==> config.mk <==
export PLATFORM = sky130hd
export DESIGN_NAME = dwl_ram
export DESIGN_NICKNAME = d
export VERILOG_FILES = /design/src/rtl/dwl_ram.sv
export SDC_FILE = /design/constraint.sdc
export NUM_CORES = 1
export LEC_CHECK = 0
export CORE_ASPECT_RATIO = 1.2
export CORE_UTILIZATION = 54
export CTS_CLUSTER_SIZE = 24
export DETAILED_ROUTE_END_ITERATION = 8
export DONT_BUFFER_PORTS = 1
export PLACE_DENSITY_LB_ADDON = 0.3
export SLEW_MARGIN = 20
export SYNTH_ARGS = -nofsm -noshare
export SYNTH_HDL_FRONTEND = slang
export SYNTH_SLANG_ARGS = --single-unit
==> constraint.sdc <==
create_clock -name aclk -period 3.7 [get_ports aclk]
set_clock_uncertainty 0.1 [all_clocks]
set_input_delay 0.74 -clock aclk [delete_from_list [all_inputs] [get_ports aclk]]
set_output_delay 0.74 -clock aclk [all_outputs]
set_load 0.01 [all_outputs]
==> src/rtl/dwl_ram.sv <==
`default_nettype none

module dwl_ram #(
    parameter int DATA_W = 8,
    parameter int DEPTH  = 16
) (
    input  wire logic                     aclk,
    input  wire logic                     wr_en,
    input  wire logic [$clog2(DEPTH)-1:0] wr_addr,
    input  wire logic [DATA_W-1:0]        wr_data,
    input  wire logic                     rd_en,
    input  wire logic [$clog2(DEPTH)-1:0] rd_addr,
    output logic      [DATA_W-1:0]        rd_data
);

    logic [DATA_W-1:0] mem_array [DEPTH];
    logic [DATA_W-1:0] rd_data_reg;

    always_ff @(posedge aclk) begin
        if (wr_en) begin
            mem_array[wr_addr] <= wr_data;
        end
    end

    // read data holds until the next read
    always_ff @(posedge aclk) begin
        if (rd_en) begin
            rd_data_reg <= mem_array[rd_addr];
        end
    end

    assign rd_data = rd_data_reg;

endmodule

`default_nettype wire

==> results of run 1 <==
## kinds of logic after synthesis
family / after synthesis / share of synthesized area [%]
flip-flops: 136 / 78.12
AND/OR/NAND/NOR: 35 / 3.136
multiplexers: 32 / 14.79
AO/OA/AOI/OAI: 16 / 2.298
buffers and inverters: 10 / 1.651
## critical path, cell delays in order
cell and delay (ns):
or3b_2 0.49, nor3_1 0.57, buf_4 0.26
## routing by layer
layer	up-vias	GRT usage, %	share of wire, %
met3	8	8.091	8.7
met4	0	10.60	0.95
met2	107	32.55	49
li1	1012	-	-
met5	-	0	0
met1	1174	25.73	41
## through the flow
step           std cells  power, µW  area [µm²]  hold WS, ns
2_1_floorplan        229       1866        5228       0.6048
3_3_place_gp         343       1869        5321       0.6285
3_5_place_dp         343       1873        5321       0.6342
4_1_cts              375       3343        5849       0.1763
5_1_grt              375       3417        5849       0.1766
6_report             375       3325        5849       0.2087
## area by class of cell
cell class	instances	area [µm²]	area share, %
multi-input combinational	83	1057	18.07
clock inverter	14	110.1	1.882
tap	120	150.1	2.567
timing repair buffer	4	30.03	0.5134
sequential	136	4084	69.82
clock buffer	18	417.9	7.144
## cell usage in the layout, fill, tap and decap left out
cell | Yosys | layout
mux4_1 | 14 | 14
nor2_1 | 13 | 13
clkbuf_1 | 0 | 1
clkinvlp_4 | 0 | 2
clkinv_4 | 0 | 3
clkinv_2 | 0 | 7
nand2b_1 | 2 | 2
bufinv_16 | 0 | 1
edfxtp_1 | 136 | 136
mux4_2 | 18 | 18
nand3b_1 | 2 | 2
and2b_1 | 1 | 1
and2_1 | 1 | 1
nor3_1 | 4 | 4
a22oi_1 | 16 | 16
clkbuf_16 | 0 | 16
clkbuf_8 | 0 | 1
nand2_1 | 9 | 9
nand3_1 | 1 | 1
nor2b_1 | 1 | 1
buf_4 | 1 | 4
clkinv_1 | 0 | 1
or3b_2 | 1 | 1
## where the power goes
part | leakage [µW] | internal, µW | switching [µW]
Clock | 0.000261 | 879 | 605
Combinational | 0.000391 | 49.3 | 40.7
Sequential | 0.00124 | 1740 | 12.8
## worst max-delay path by stage
stage / end / cells after the start / slack, ns / start
floorplan: mem_array[0][0] / 2 / 1.37 / wr_addr[2]
global placement: mem_array[0][7] / 3 / 1.34 / wr_addr[2]
detailed placement: mem_array[0][5] / 3 / 1.25 / wr_addr[2]
CTS: mem_array[0][7] / 3 / 1.81 / wr_addr[2]
global route: mem_array[0][5] / 3 / 1.73 / wr_addr[2]
finish: mem_array[0][6] / 3 / 1.78 / wr_addr[2]
==> results.yml, run 1 <==
run_status:
  status: "completed"
sta:
  worst_pin_slew_ns: 0.9134
  period_minus_slack_ns: 1.924
  drv_slew: 0
  final-hold-violation-count: 0
  slew_headroom_pct: 38.88
  setup_slack_ns: 1.776
  fin_setup_tns_ns: 0
  finalCritPeriodShare_pct: 51.99
  rsz0062_at_grt: "false"
  fmax_ghz: 0.5199
  setup_violations: 0
yosys:
  syn_inst: 229
  yosysTopAreaCellShare_pct: 78.12
  synth_fp_nets: 248
  synth.cell_area_um2: 5228
  synthTopCellsByArea: "edfxtp_1 (78%), mux4_2 (7.8%), mux4_1 (7.0%), a22oi_1 (2.3%), nor2_1 (0.93%)"
  syn_avg_cell_area_um2: 22.83
  synth_largest_area_cell: "edfxtp_1"
  yosys.cell_types.count: 18
  ys_seq_area_share_pct: 78.12
  synth_top_cells_by_count: "edfxtp_1 (136), mux4_2 (18), a22oi_1 (16)"
  synth_flop_cell: "edfxtp_1"
  synthMostInstantiatedCell: "edfxtp_1"
  synth-edff-count: 136
  ys_async_sr_fraction_pct: 0
  yosys_warnings: 0
  synth-seq-cells: 136
routing:
  vias: 2301
  dr.pass1.iters: 4
  dr.first_iter.drc_count: 236
  ant_nets: 0
  viasPerCell: 6.136
  post_drt_wl_per_cell_um: 24.39
  totalWireLength_mm: 9.146
  drc_errors: 0
hold_path:
  hold_start: "wr_data[2]"
  hold_path.class: "in -> reg"
  min_to: "mem_array[0][2]"
  holdPathStages: 0
place:
  numPortBuffers: 0
  routabilityCongestion: 0.7615
  dp_slack_ns: 1.249
  detailedPlacementHpwl_mm: 5.559
critical_path:
  critPathArrivalTime_ns: 2.07
  endpoint_kind: "flop"
  start_kind: "input port"
  cp_data_required_time_ns: 3.84
  regToRegSetupSlack_ns: 2.07
  rr_worst_depth: 3
  r2r-start: "mem_array[0][0]"
  critPathMaxFanout: 5
  r2r-end: "rd_data[0]"
  critPathKind: "in -> reg"
pwr:
  ir_worst_vdd_mv: 0.4344
  pwr_density_cell_nw_per_um2: 568.4
  power_leakage_uw: 0.001888
clock_tree:
  cts-hold-fix-buffers: 0
  h-tree-depth: 4
  clkSlewWorstSetupHoldPaths_ns: 0.06
  cts_buffers: 17
  cts.sinks: 136
  clockBufferDepth: 2
  tritoncts: "done"
  cts_root_buffer: "clkbuf_8"
  clk_latency_ns: 0.52
  cts_resized: 0
  cts_setup_buffers: 0
die:
  ioPinCount: 27
  coreArea_um2: 9224
  die_x_um: 91.82
  dieHeight_um: 109.8
  start_util_pct: 56.67
  dieArea_um2: 10080
  rows: 38
global_route:
  grt.total_usage_pct: 20.85
  grt.overflow.total: 0
  grt_pass1_vias: 2382
  grt_pass1_wl_mm: 13.94
  grt_max_degree: 33
  grt_antenna_before_repair: 0
flow_run:
  max_cap_viol_count: 0
final_layout:
  fin_nets: 261
  final_core_util_pct: 63.42
  largest_register_ffs: 128
  post_route_cells_drive_above_1_share_pct: 20.78
  num-fill-cells: 615
  n_antenna_cell: 0
  syn_to_final_growth_pct: 11.90
Note: power is estimated with default switching activity, not from simulation.
==> run 2, diff against run 1 <==
- clock period: 3.7 -> 1.7 ns (I/O delays scaled with it)
==> run 2 against run 1 <==
Design area is 4.1% higher. Largest cell class unchanged. Largest power group unchanged. First-iteration DRC count down 8.1%. Combinational power increased to 2.9 times the previous value. Sequential share of layout area shrank 2.7 points. Critical path type is now reg -> reg. Via count grew 4.0%. Critical endpoint is now rd_data[0].
==> results.yml, run 2 (synthesized netlist as in run 1, its figures left out) <==
run_status:
  status: "completed"
critical_path:
  cp_data_required_time_ns: 1.86
  r2r-end: "rd_data[0]"
  regToRegSetupSlack_ns: 0.12
  worst_path_max_delay_cell: "mux4_1"
  critPathMaxFanout: 1
  max_stage_delay_ns: 0.56
  critPathArrivalTime_ns: 1.73
  r2r-start: "mem_array[5][0]"
  critPathKind: "reg -> reg"
  rr_worst_depth: 3
  start_kind: "flop"
  crit_chain: "mux4_1 -> a22oi_1 -> nand2_1"
  endpoint_kind: "flop"
place:
  numPortBuffers: 0
  dp.cells: 359
  detailedPlacementHpwl_mm: 5.870
  dp_slack_ns: 0.1030
  routabilityCongestion: 0.7618
clock_tree:
  cts_setup_buffers: 0
  tritoncts: "done"
  clockBufferDepth: 2
  h-tree-depth: 4
  cts_root_buffer: "clkbuf_8"
  clk_latency_ns: 0.51
  cts.sinks: 136
  clkSlewWorstSetupHoldPaths_ns: 0.06
  cts_buffers: 17
global_route:
  grt_pass1_vias: 2434
  grt_max_degree: 33
  grt.total_usage_pct: 21.09
  grt_antenna_before_repair: 0
  grt_pass1_wl_mm: 14.34
  grt.overflow.total: 0
sta:
  worst_pin_slew_ns: 0.8045
  fmax_ghz: 0.6349
  drv_slew: 0
  finalCritPeriodShare_pct: 92.65
  rsz0062_at_grt: "false"
  fin_setup_tns_ns: 0
  setup_slack_ns: 0.1249
  period_minus_slack_ns: 1.575
  slew_headroom_pct: 46.26
  holdWs_ns: 0.08933
  setup_violations: 0
  final-hold-violation-count: 0
routing:
  drc_errors: 0
  dr.pass1.iters: 4
  vias: 2393
  post_drt_wl_per_cell_um: 23.83
  totalWireLength_mm: 9.530
  dr.first_iter.drc_count: 217
  viasPerCell: 5.983
  ant_nets: 0
die:
  start_util_pct: 56.67
  dieHeight_um: 109.8
  rows: 38
  die_x_um: 91.82
  ioPinCount: 27
  dieArea_um2: 10080
  coreArea_um2: 9224
hold_path:
  min_to: "mem_array[0][1]"
  hold_start: "wr_addr[1]"
  holdPathStages: 2
  hold_path.class: "in -> reg"
pwr:
  ir_worst_vdd_mv: 0.7426
  pwr_density_cell_nw_per_um2: 1219
  power_leakage_uw: 0.002010
final_layout:
  syn_to_final_growth_pct: 16.47
  layout_common_cells: "edfxtp_1 (136), buf_4 (20), mux4_2 (18)"
  final_cell_count_no_fill: 400
  largest_register_ffs: 128
  n_antenna_cell: 0
  post_route_cells_drive_above_1_share_pct: 24.64
  layout_commonest_cell: "edfxtp_1"
  final_core_util_pct: 66.01
  fin_nets: 286
flow_run:
  max_cap_viol_count: 0
run 2: changes by cell type in the layout (fill, tap and decap cells not counted), sizes merged:
cell / delta
clkinv: -4
buf: +16
clkinvlp: +3
dlygate4sd3: +9
bufinv: +1
run 2: cell type report:
class	instances	area, µm²
flip-flops and latches	136	4084
fillers	589	3136
multi-input cells	83	1062
clock buffers	18	417.9
repair buffers	29	240.2
well taps	120	150.1
clock inverters	14	133.9
run 2: critical path: cells and delay by family (launching register included):
family / cells / cell delay (ns)
flip-flops: 1 / 0.38
AO/OA/AOI/OAI: 1 / 0.19
multiplexers: 1 / 0.56
AND/OR/NAND/NOR: 1 / 0.09
run 2: per-stage QoR:
stage	area, µm²	total power (µW)
3_5_place_dp	5446	4086
6_report	6088	7421
5_1_grt	6088	7633
3_3_place_gp	5446	4080
2_1_floorplan	5240	4064
4_1_cts	6088	7472
run 2: metal layers:
layer  wire length (µm)  track usage [%]
met5                  0                0
met4                205            8.259
met3                566            6.777
met2               4840            33.57
met1               3918            27.57
run 2: power by group:
group	total [µW]	internal [µW]	switching, µW
sequential	3810	3780	30.4
combinational	263	129	134
clock	3350	2060	1290
run 2: worst max-delay path by stage:
stage	from	end	slack, ns	depth (start not counted)
5_1_grt	mem_array[1][3]	rd_data[3]	0.05	3
6_report	mem_array[5][0]	rd_data[0]	0.12	3
2_1_floorplan	rd_addr[0]	rd_data[1]	-0.02	5
4_1_cts	mem_array[1][3]	rd_data[3]	0.11	3
3_5_place_dp	wr_addr[2]	mem_array[0][1]	0.10	3
3_3_place_gp	rd_addr[0]	rd_data[3]	0.13	3
run 2: timing repair:
item	4_1_cts	5_1_grt
hold buffers	9	0
endpoints found under the hold margin	136	0
resized for setup	0	0
